--- src/rtl/prsa_pkg.sv ---
// Shared types and constants of the pointer rotate / scroll accumulator.
// Depends on nothing; every other file of the block imports it.
package prsa_pkg;

   localparam int PTR_WIDTH   = 16;
   localparam int WHEEL_WIDTH = 8;
   localparam int STEP_WIDTH  = 8;
   localparam int ACC_WIDTH   = 18;
   // Bits of the largest divisor; sets the reciprocal precision.
   localparam int DIV_BITS    = 8;

   localparam logic OP_KEY    = 1'b0;
   localparam logic OP_MOTION = 1'b1;

   localparam logic [2:0] KEY_DRAG_SCROLL  = 3'd0;
   localparam logic [2:0] KEY_DRAG_ROTATE  = 3'd1;
   localparam logic [2:0] KEY_ROTATE_RIGHT = 3'd2;
   localparam logic [2:0] KEY_ROTATE_LEFT  = 3'd3;

   localparam logic [1:0] LAYER_NONE        = 2'd0;
   localparam logic [1:0] LAYER_SET_DEFAULT = 2'd1;
   localparam logic [1:0] LAYER_GOTO        = 2'd2;

   localparam logic [1:0] ROT_0   = 2'd0;
   localparam logic [1:0] ROT_90  = 2'd1;
   localparam logic [1:0] ROT_180 = 2'd2;
   localparam logic [1:0] ROT_270 = 2'd3;

   // Function layers sit above the four base layers.
   localparam logic FN_LAYER_BIT = 1'b1;

   typedef struct packed {
      logic                          op;
      logic [2:0]                    key;
      logic                          pressed;
      logic signed [PTR_WIDTH-1:0]   motion_x;
      logic signed [PTR_WIDTH-1:0]   motion_y;
      logic signed [WHEEL_WIDTH-1:0] wheel_h;
      logic signed [WHEEL_WIDTH-1:0] wheel_v;
   } req_item_type;

   typedef struct packed {
      logic signed [PTR_WIDTH-1:0]  out_x;
      logic signed [PTR_WIDTH-1:0]  out_y;
      logic signed [STEP_WIDTH-1:0] out_h;
      logic signed [STEP_WIDTH-1:0] out_v;
      logic [1:0]                   orientation;
      logic                         drag_active;
      logic [1:0]                   layer_action;
      logic [2:0]                   layer_number;
      logic                         handled;
   } rsp_item_type;

endpackage

--- src/rtl/prsa_req_if.sv ---
// Input channel: valid/ready handshake carrying one key event or motion report.
// Depends on prsa_pkg.
interface prsa_req_if;
   import prsa_pkg::*;

   logic         valid;
   logic         ready;
   req_item_type data;

   modport source (output valid, output data, input ready);
   modport sink (input valid, input data, output ready);
endinterface

--- src/rtl/prsa_rsp_if.sv ---
// Result channel: valid/ready handshake carrying one result word.
// Depends on prsa_pkg.
interface prsa_rsp_if;
   import prsa_pkg::*;

   logic         valid;
   logic         ready;
   rsp_item_type data;

   modport source (output valid, output data, input ready);
   modport sink (input valid, input data, output ready);
endinterface

--- src/rtl/prsa_scroll_acc.sv ---
// One scroll accumulator slice: saturating add, divide by DIVISOR toward zero,
// clamp to whole steps, keep the remainder. Depends on prsa_pkg.
module prsa_scroll_acc #(
   parameter int DIVISOR = 20
) (
   input  logic signed [prsa_pkg::ACC_WIDTH-1:0]  acc,
   input  logic signed [prsa_pkg::PTR_WIDTH-1:0]  add_val,
   output logic signed [prsa_pkg::ACC_WIDTH-1:0]  acc_next,
   output logic signed [prsa_pkg::STEP_WIDTH-1:0] steps
);
   import prsa_pkg::*;

   localparam int SUM_W  = ACC_WIDTH + 1;
   localparam int SHIFT  = ACC_WIDTH + DIV_BITS;
   localparam int PROD_W = ACC_WIDTH + SHIFT + 1;
   // ceil(2^SHIFT / DIVISOR): exact quotient for any ACC_WIDTH-bit magnitude
   localparam logic [SHIFT:0] RECIP =
      (SHIFT+1)'(((64'd1 << SHIFT) + 64'(DIVISOR) - 64'd1) / 64'(DIVISOR));
   localparam logic signed [SUM_W-1:0] ACC_MAX = SUM_W'((2 ** (ACC_WIDTH-1)) - 1);
   localparam logic signed [SUM_W-1:0] ACC_MIN = SUM_W'(-(2 ** (ACC_WIDTH-1)));
   localparam logic [ACC_WIDTH-1:0] STEP_POS_LIM = ACC_WIDTH'((2 ** (STEP_WIDTH-1)) - 1);
   localparam logic [ACC_WIDTH-1:0] STEP_NEG_LIM = ACC_WIDTH'(2 ** (STEP_WIDTH-1));
   localparam logic signed [SUM_W-1:0] DIV_W = SUM_W'(DIVISOR);

   logic signed [SUM_W-1:0] sum;
   logic signed [SUM_W-1:0] sum_sat;
   logic signed [SUM_W-1:0] sum_neg;
   logic signed [SUM_W-1:0] quot;
   logic signed [SUM_W-1:0] quot_div;
   logic signed [SUM_W-1:0] rem;
   logic                    neg;
   logic [ACC_WIDTH-1:0]    mag;
   logic [PROD_W-1:0]       prod;
   logic [ACC_WIDTH-1:0]    q_mag;
   logic [ACC_WIDTH-1:0]    q_lim;
   logic [ACC_WIDTH-1:0]    q_sat_mag;

   always_comb begin
      sum = SUM_W'(acc) + SUM_W'(add_val);
      if (sum > ACC_MAX) begin
         sum_sat = ACC_MAX;
      end else if (sum < ACC_MIN) begin
         sum_sat = ACC_MIN;
      end else begin
         sum_sat = sum;
      end

      // Divide the magnitude so truncation goes toward zero.
      neg     = sum_sat[SUM_W-1];
      sum_neg = -sum_sat;
      mag     = neg ? sum_neg[ACC_WIDTH-1:0] : sum_sat[ACC_WIDTH-1:0];
      prod    = PROD_W'(mag) * PROD_W'(RECIP);
      q_mag   = prod[PROD_W-2:SHIFT];

      q_lim     = neg ? STEP_NEG_LIM : STEP_POS_LIM;
      q_sat_mag = (q_mag > q_lim) ? q_lim : q_mag;
      quot      = neg ? -SUM_W'(q_sat_mag) : SUM_W'(q_sat_mag);

      quot_div = quot * DIV_W;
      rem      = sum_sat - quot_div;
      acc_next = rem[ACC_WIDTH-1:0];
      steps    = quot[STEP_WIDTH-1:0];
   end

endmodule

--- src/rtl/pointer_rotate_scroll_accumulator_unit.sv ---
// Pointer rotate / drag-scroll accumulator, top level.
// Depends on prsa_pkg, prsa_req_if, prsa_rsp_if and prsa_scroll_acc.
//
// Usage:
//   req_bus carries one word per handshake: a key event (op = 0) or a motion
//   report (op = 1). rsp_bus returns exactly one result word for each
//   request word, in order.
//   Key events set or clear drag-scroll mode, turn the orientation a quarter
//   turn and report layer actions. Motion reports are rotated by the
//   orientation; in drag mode the pointer motion feeds the scroll accumulators
//   and the pointer output is zero, otherwise the wheel values feed them.
//   Each request word passes through the input register, then the result
//   register. Throughput: one word per cycle while rsp_bus.ready is high; the
//   whole step, including the divide-by-DIVISOR done as one reciprocal
//   multiply per accumulator, runs between the input and result registers.
//   Stall: when rsp_bus.ready is low the result register holds its word;
//   the input register still takes one more word, after which req_bus.ready
//   drops until the result is taken.
//   Reset (synchronous, active high): orientation 0, drag mode off, both
//   accumulators zero, both pipeline registers empty.
module pointer_rotate_scroll_accumulator_unit #(
   parameter int DIVISOR = 20
) (
   input logic         clock,
   input logic         reset,
   prsa_req_if.sink    req_bus,
   prsa_rsp_if.source  rsp_bus
);
   import prsa_pkg::*;

   // Pipeline registers
   logic         s1_valid_ff;
   logic         s1_valid_in;
   req_item_type s1_item_ff;
   logic         rsp_valid_ff;
   logic         rsp_valid_in;
   rsp_item_type rsp_ff;
   rsp_item_type rsp_in;

   // Architectural state
   logic [1:0]                  rot_ff;
   logic [1:0]                  rot_in;
   logic                        drag_ff;
   logic                        drag_in;
   logic signed [ACC_WIDTH-1:0] acc_h_ff;
   logic signed [ACC_WIDTH-1:0] acc_h_in;
   logic signed [ACC_WIDTH-1:0] acc_v_ff;
   logic signed [ACC_WIDTH-1:0] acc_v_in;

   // Datapath
   logic                          advance;
   logic                          take_req;
   logic signed [PTR_WIDTH-1:0]   x_rot;
   logic signed [PTR_WIDTH-1:0]   y_rot;
   logic signed [WHEEL_WIDTH:0]   wh_ext;
   logic signed [WHEEL_WIDTH:0]   wv_ext;
   logic signed [WHEEL_WIDTH:0]   h_rot;
   logic signed [WHEEL_WIDTH:0]   v_rot;
   logic signed [PTR_WIDTH-1:0]   add_h;
   logic signed [PTR_WIDTH-1:0]   add_v;
   logic signed [ACC_WIDTH-1:0]   acc_h_next;
   logic signed [ACC_WIDTH-1:0]   acc_v_next;
   logic signed [STEP_WIDTH-1:0]  steps_h;
   logic signed [STEP_WIDTH-1:0]  steps_v;

   // Advance the held word when the result register is free or being drained.
   assign advance       = s1_valid_ff && (!rsp_valid_ff || rsp_bus.ready);
   assign req_bus.ready = !s1_valid_ff || advance;
   assign take_req      = req_bus.valid && req_bus.ready;
   assign rsp_bus.valid = rsp_valid_ff;
   assign rsp_bus.data  = rsp_ff;

   // Rotate pointer and wheel by the current orientation. Pointer negation
   // wraps in 16 bits; wheel negation is carried in 9 bits so -128 turns into
   // +128 without wrapping.
   always_comb begin
      wh_ext = (WHEEL_WIDTH+1)'(s1_item_ff.wheel_h);
      wv_ext = (WHEEL_WIDTH+1)'(s1_item_ff.wheel_v);
      case (rot_ff)
         ROT_90: begin
            x_rot = -s1_item_ff.motion_y;
            y_rot = s1_item_ff.motion_x;
            h_rot = -wv_ext;
            v_rot = wh_ext;
         end
         ROT_180: begin
            x_rot = -s1_item_ff.motion_x;
            y_rot = -s1_item_ff.motion_y;
            h_rot = -wh_ext;
            v_rot = -wv_ext;
         end
         ROT_270: begin
            x_rot = s1_item_ff.motion_y;
            y_rot = -s1_item_ff.motion_x;
            h_rot = wv_ext;
            v_rot = -wh_ext;
         end
         default: begin
            x_rot = s1_item_ff.motion_x;
            y_rot = s1_item_ff.motion_y;
            h_rot = wh_ext;
            v_rot = wv_ext;
         end
      endcase
      // Drag mode scrolls with the pointer, otherwise with the wheel.
      add_h = drag_ff ? x_rot : PTR_WIDTH'(h_rot);
      add_v = drag_ff ? y_rot : PTR_WIDTH'(v_rot);
   end

   prsa_scroll_acc #(.DIVISOR(DIVISOR)) u_acc_h (
      .acc      (acc_h_ff),
      .add_val  (add_h),
      .acc_next (acc_h_next),
      .steps    (steps_h)
   );

   prsa_scroll_acc #(.DIVISOR(DIVISOR)) u_acc_v (
      .acc      (acc_v_ff),
      .add_val  (add_v),
      .acc_next (acc_v_next),
      .steps    (steps_v)
   );

   // One step of the block for the word in the input register.
   always_comb begin
      rot_in   = rot_ff;
      drag_in  = drag_ff;
      acc_h_in = acc_h_ff;
      acc_v_in = acc_v_ff;
      rsp_in   = '0;

      if (s1_item_ff.op == OP_KEY) begin
         case (s1_item_ff.key)
            KEY_DRAG_SCROLL: begin
               drag_in = s1_item_ff.pressed;
            end
            KEY_DRAG_ROTATE: begin
               // Press enters the rotated function layer, release leaves it.
               drag_in             = s1_item_ff.pressed;
               rsp_in.layer_action = LAYER_GOTO;
               rsp_in.layer_number = {s1_item_ff.pressed & FN_LAYER_BIT, rot_ff};
               rsp_in.handled      = 1'b1;
            end
            KEY_ROTATE_RIGHT, KEY_ROTATE_LEFT: begin
               if (s1_item_ff.pressed) begin
                  rot_in = (s1_item_ff.key == KEY_ROTATE_RIGHT) ? rot_ff + 2'd1
                                                                : rot_ff - 2'd1;
                  rsp_in.layer_action = LAYER_SET_DEFAULT;
                  rsp_in.layer_number = {1'b0, rot_in};
               end
               rsp_in.handled = 1'b1;
            end
            default: begin
               // Unrelated key: pass through untouched.
               rsp_in.handled = 1'b0;
            end
         endcase
      end else begin
         acc_h_in     = acc_h_next;
         acc_v_in     = acc_v_next;
         rsp_in.out_h = steps_h;
         rsp_in.out_v = steps_v;
         if (!drag_ff) begin
            rsp_in.out_x = x_rot;
            rsp_in.out_y = y_rot;
         end
      end

      rsp_in.orientation = rot_in;
      rsp_in.drag_active = drag_in;
   end

   always_comb begin
      s1_valid_in  = take_req || (s1_valid_ff && !advance);
      rsp_valid_in = advance || (rsp_valid_ff && !rsp_bus.ready);
   end

   always_ff @(posedge clock) begin
      if (reset) begin
         s1_valid_ff  <= 1'b0;
         rsp_valid_ff <= 1'b0;
         rot_ff       <= ROT_0;
         drag_ff      <= 1'b0;
         acc_h_ff     <= '0;
         acc_v_ff     <= '0;
      end else begin
         s1_valid_ff  <= s1_valid_in;
         rsp_valid_ff <= rsp_valid_in;
         if (advance) begin
            rot_ff   <= rot_in;
            drag_ff  <= drag_in;
            acc_h_ff <= acc_h_in;
            acc_v_ff <= acc_v_in;
         end
      end
   end

   // Payload registers: load on handshake / advance, hold otherwise.
   always_ff @(posedge clock) begin
      if (take_req) begin
         s1_item_ff <= req_bus.data;
      end
      if (advance) begin
         rsp_ff <= rsp_in;
      end
   end

   // State may only move when a word advances into the result register.
   a_state_hold: assert property (@(posedge clock) disable iff (reset)
      !advance |=> $stable(rot_ff) && $stable(drag_ff)
                   && $stable(acc_h_ff) && $stable(acc_v_ff))
      else $error("state changed without an advancing word");

   // Key events produce no pointer motion and no scroll steps.
   a_key_no_motion: assert property (@(posedge clock) disable iff (reset)
      advance && (s1_item_ff.op == OP_KEY) |=>
         rsp_ff.out_x == '0 && rsp_ff.out_y == '0
         && rsp_ff.out_h == '0 && rsp_ff.out_v == '0)
      else $error("key event result carries motion");

   // Pointer output is silenced while drag-scrolling.
   a_drag_zero: assert property (@(posedge clock) disable iff (reset)
      rsp_valid_ff && rsp_ff.drag_active |-> rsp_ff.out_x == '0 && rsp_ff.out_y == '0)
      else $error("pointer motion reported in drag mode");

   // No layer action means no layer number.
   a_layer_none: assert property (@(posedge clock) disable iff (reset)
      rsp_valid_ff && rsp_ff.layer_action == LAYER_NONE |-> rsp_ff.layer_number == '0)
      else $error("layer number without layer action");

endmodule
--- src/flat_wrapper.sv ---
// flat-port wrapper written by rule: the top's interface ports become plain ports
module pointer_rotate_scroll_accumulator_unit_flat import prsa_pkg::*;
#(
   parameter int DIVISOR = 20
)
  (clock, reset, req_bus_valid, req_bus_data, req_bus_ready, rsp_bus_valid, rsp_bus_data, rsp_bus_ready);
  prsa_req_if req_bus_i ();
  prsa_rsp_if rsp_bus_i ();
  input logic clock;
  input logic reset;
  input wire logic [$bits(req_bus_i.valid)-1:0] req_bus_valid;
  input wire logic [$bits(req_bus_i.data)-1:0] req_bus_data;
  output wire logic [$bits(req_bus_i.ready)-1:0] req_bus_ready;
  output wire logic [$bits(rsp_bus_i.valid)-1:0] rsp_bus_valid;
  output wire logic [$bits(rsp_bus_i.data)-1:0] rsp_bus_data;
  input wire logic [$bits(rsp_bus_i.ready)-1:0] rsp_bus_ready;
  assign req_bus_i.valid = req_bus_valid;
  assign req_bus_i.data = req_bus_data;
  assign req_bus_ready = req_bus_i.ready;
  assign rsp_bus_valid = rsp_bus_i.valid;
  assign rsp_bus_data = rsp_bus_i.data;
  assign rsp_bus_i.ready = rsp_bus_ready;
  pointer_rotate_scroll_accumulator_unit #(.DIVISOR(DIVISOR)) u_core (.clock(clock), .reset(reset), .req_bus(req_bus_i), .rsp_bus(rsp_bus_i));
endmodule
--- config.mk ---
export PLATFORM = sky130hd
export DESIGN_NAME = pointer_rotate_scroll_accumulator_unit_flat
export DESIGN_NICKNAME = d
export VERILOG_FILES = /design/src/rtl/prsa_pkg.sv /design/src/rtl/prsa_req_if.sv /design/src/rtl/prsa_rsp_if.sv /design/src/rtl/prsa_scroll_acc.sv /design/src/rtl/pointer_rotate_scroll_accumulator_unit.sv /design/src/flat_wrapper.sv
export SDC_FILE = /design/constraint.sdc
export NUM_CORES = 1
export LEC_CHECK = 0
export BUFFER_PORTS_ARGS = -buffer_cell sky130_fd_sc_hd__clkbuf_2
export CAP_MARGIN = 20
export CORE_MARGIN = 2
export CORE_UTILIZATION = 40
export CTS_BUF_LIST = sky130_fd_sc_hd__clkbuf_8
export CTS_CLUSTER_SIZE = 10
export DETAILED_ROUTE_END_ITERATION = 6
export SETUP_SLACK_MARGIN = 0.5
export SLEW_MARGIN = 15
export SYNTH_ARGS = -nofsm -noshare
export SYNTH_HDL_FRONTEND = slang
export SYNTH_SLANG_ARGS = --single-unit
--- constraint.sdc ---
create_clock -name clock -period 29.2 [get_ports clock]
set_clock_uncertainty 0.15 [all_clocks]
set_input_delay 5.84 -clock clock [delete_from_list [all_inputs] [get_ports clock]]
set_output_delay 5.84 -clock clock [all_outputs]
set_load 0.01 [all_outputs]
==> run_results.csv <==
group,metric,value,unit
layout,fin_cells,3736,
critical_path,timing.rr.start,"u_core.s1_item_ff[32]",
synth,ys.warnings.count,0,
layout,fin_util,0.433,
cts,hold_buffers,0,
flow_run,maxCapViolCount,0,
routing,drt_pass1_iterations,6,
cts,clkTransAtPathRegs,0.09,ns
global_routing,track_usage,0.219,
global_routing,first_global_vias,20900,
cts,cts_tree,"built",
run_status,status,"finished clean",
synth,ys_seq_elements,151,
layout,syn_to_final_growth,7.48,%
sta,fmax,0.0464,GHz
critical_path,path_max_fanout,16,
min_path,holdPathEnd,"u_core.acc_h_ff[16]",
placement,dp_cells,3703,
cts,insertion_delay,0.49,ns
routing,wl_per_cell,18.9,um
routing,drtIter0Drc,1661,
synth,syn_area,24800,um^2
critical_path,cp.arrival,21.80,ns
routing,totalWireLength,70500,um
floorplanning,fp-row-count,91,
synth,synth_edf_count,110,
synth,synthFlopType,"edfxtp_1",
cts,cts_resized,0,
placement,dp_hpwl,58100,um
layout,seq_area,4120,um^2
cts,cts_made_buffers,17,
cts,cts.path.max_buffers,2,
synth,synth_top_cell_area_share,0.201,
layout,nFillCells,6094,
routing,drcViolationCount,0,
critical_path,worst_ep_required_time,29.44,ns
critical_path,slowest_delay,0.62,ns
synth,ys_async_sr_fraction,0,
floorplanning,die_x,253,um
sta,slew_headroom,0.247,
sta,min_period_over_period,0.738,
placement,place_ws,8.01,ns
critical_path,reg2reg_slack,7.64,ns
global_routing,antenna_found_initial,0,
cts,post-cts-setup-buffers,0,
min_path,hold_start,"u_core.acc_h_ff[16]",
floorplanning,core-area,61500,um^2
routing,postRouteAntennaNets,0,
placement,gp_congestion,0.925,
min_path,holdPathStages,2,
routing,vias,21200,
critical_path,crit_type,"reg -> reg",
global_routing,overflow,0,
layout,layout-drive-gt1-share,0.0720,
sta,slew_viol_final,0,
routing,vias_per_cell,5.67,
synth,syn_avg_cell_area,8.63,um^2
synth,postSynthCellCount,2869,
sta,setup_ws,7.64,ns
critical_path,critPathLaunchType,"flop",
sta,min_period,21.56,ns
floorplanning,die-area,63900,um^2
sta,setup_tns,0,ns
critical_path,cp_slowest_cell,"a21oi_1",
synth,ys_seq_area_frac,0.167,
cts,clockRootBuffer,"clkbuf_8",
cts,cts.sink_count,151,
layout,final_nets,3576,
global_routing,grt_max_degree,61,
floorplanning,initial_utilization,0.403,
sta,rsz0062_at_grt,"no",
synth,synth.largest_area_cell,"ha_1",
floorplanning,fp.dieH,253,um
critical_path,reg2regPathDepth,77,
floorplanning,io_pins,116,
critical_path,endpoint_kind,"flop",
synth,syn-num-nets,3513,
min_path,min_path_type,"reg -> reg",
global_routing,grt_first_pass_wirelength,112000,um
cts,htree_levels,4,
layout,multi_input_area,18700,um^2
sta,worstMarginPinSlew,1.12,ns
critical_path,reg2reg_to,"u_core.acc_h_ff[17]",
placement,port_buffers,115,
synth,ys_top_cells_by_area,"ha_1, fa_1, edfxtp_1",
sta,setup_viol,0,
synth,ys_types,92,
sta,hold_violations,0,
-- synthesized netlist by cell type, types with 36 or more instances --
library cell,number
edfxtp_1,110
a21o_1,81
xnor2_1,95
nand2_1,187
nand3_1,42
nor2b_1,36
nor2_1,204
inv_1,420
clkbuf_1,72
ha_1,397
o21ai_0,96
fa_1,190
dfxtp_1,41
nor3_1,42
xor2_1,55
a21oi_1,253
-- worst max-delay path by stage --
stage                     cells past startpoint                  end  slack, ns                   from
after floorplan                              83  u_core.acc_v_ff[17]      10.67  u_core.s1_item_ff[32]
after global routing                         77  u_core.acc_h_ff[17]       5.92  u_core.s1_item_ff[32]
after CTS                                    77  u_core.acc_h_ff[17]       7.91  u_core.s1_item_ff[32]
after global placement                       77  u_core.acc_h_ff[17]       8.48  u_core.s1_item_ff[16]
after detailed placement                     82  u_core.acc_v_ff[17]       8.01  u_core.s1_item_ff[32]
final                                        77  u_core.acc_h_ff[17]       7.64  u_core.s1_item_ff[32]
-- metrics by stage --
| stage | area, um^2 | hold WS, ns |
|---|---|---|
| floorplan | 24800 | 0.286 |
| global placement | 26200 | 0.298 |
| detailed placement | 26200 | 0.300 |
| CTS | 26600 | 0.313 |
| global route | 26600 | 0.335 |
| finish | 26600 | 0.312 |
-- sequential cells by signal, summed over array words and instances (netlist names) --
register / cells
u_core.acc_h_ff: 18
u_core.drag_ff: 1
u_core.s1_valid_ff: 1
u_core.s1_item_ff: 53
u_core.rsp_bus.data: 57
u_core.acc_v_ff: 18
u_core.rsp_bus.valid: 1
u_core.rot_ff: 2
-- logic make-up after synthesis --
logic type      synth area share
buf+inv                   0.0782
mux                       0.0127
compound gates             0.190
flops                      0.167
simple gates               0.139
fa+ha+maj                  0.361
xor+xnor                  0.0530
-- metal layers --
metal,global-route usage,vias to the layer above,wire (um)
li1,-,10200,-
met4,0.0571,0,1640
met3,0.0212,81,3400
met1,0.307,10300,33100
met2,0.361,618,32300
met5,0,-,0
-- worst max-delay path, delay by kind of cell, from the launching register on --
| kind | cells | cell delay [ns] |
|---|---|---|
| xor gates and xnor gates | 4 | 1.06 |
| muxes | 1 | 0.39 |
| DFF | 1 | 0.48 |
| adders and majority gates | 15 | 6.05 |
| AOI/OAI and AO/OA | 28 | 6.79 |
| and+or+nand+nor | 25 | 6.10 |
| buffers and inverters | 4 | 0.43 |
-- area by class of cell --
class,count,share of cell area
multi-input cells,2205,0.704
flip-flops and latches,151,0.155
inverters,422,0.0595
well taps,790,0.0371
repair buffers,135,0.0273
clock buffers,17,0.00879
clock inverters,15,0.00856
diodes,1,0.0000940
-- cell usage in the layout (no fill, tap or decap), drive strengths merged, types with 95 or more instances in the layout --
master,count
xnor2,95
o21ai,101
ha,397
fa,190
nand2,188
clkbuf,132
inv,425
nor2,205
edfxtp,110
a21oi,255
Power is not shown: default switching activity piles up to over one toggle a cycle in this logic, so the estimate is an artifact.
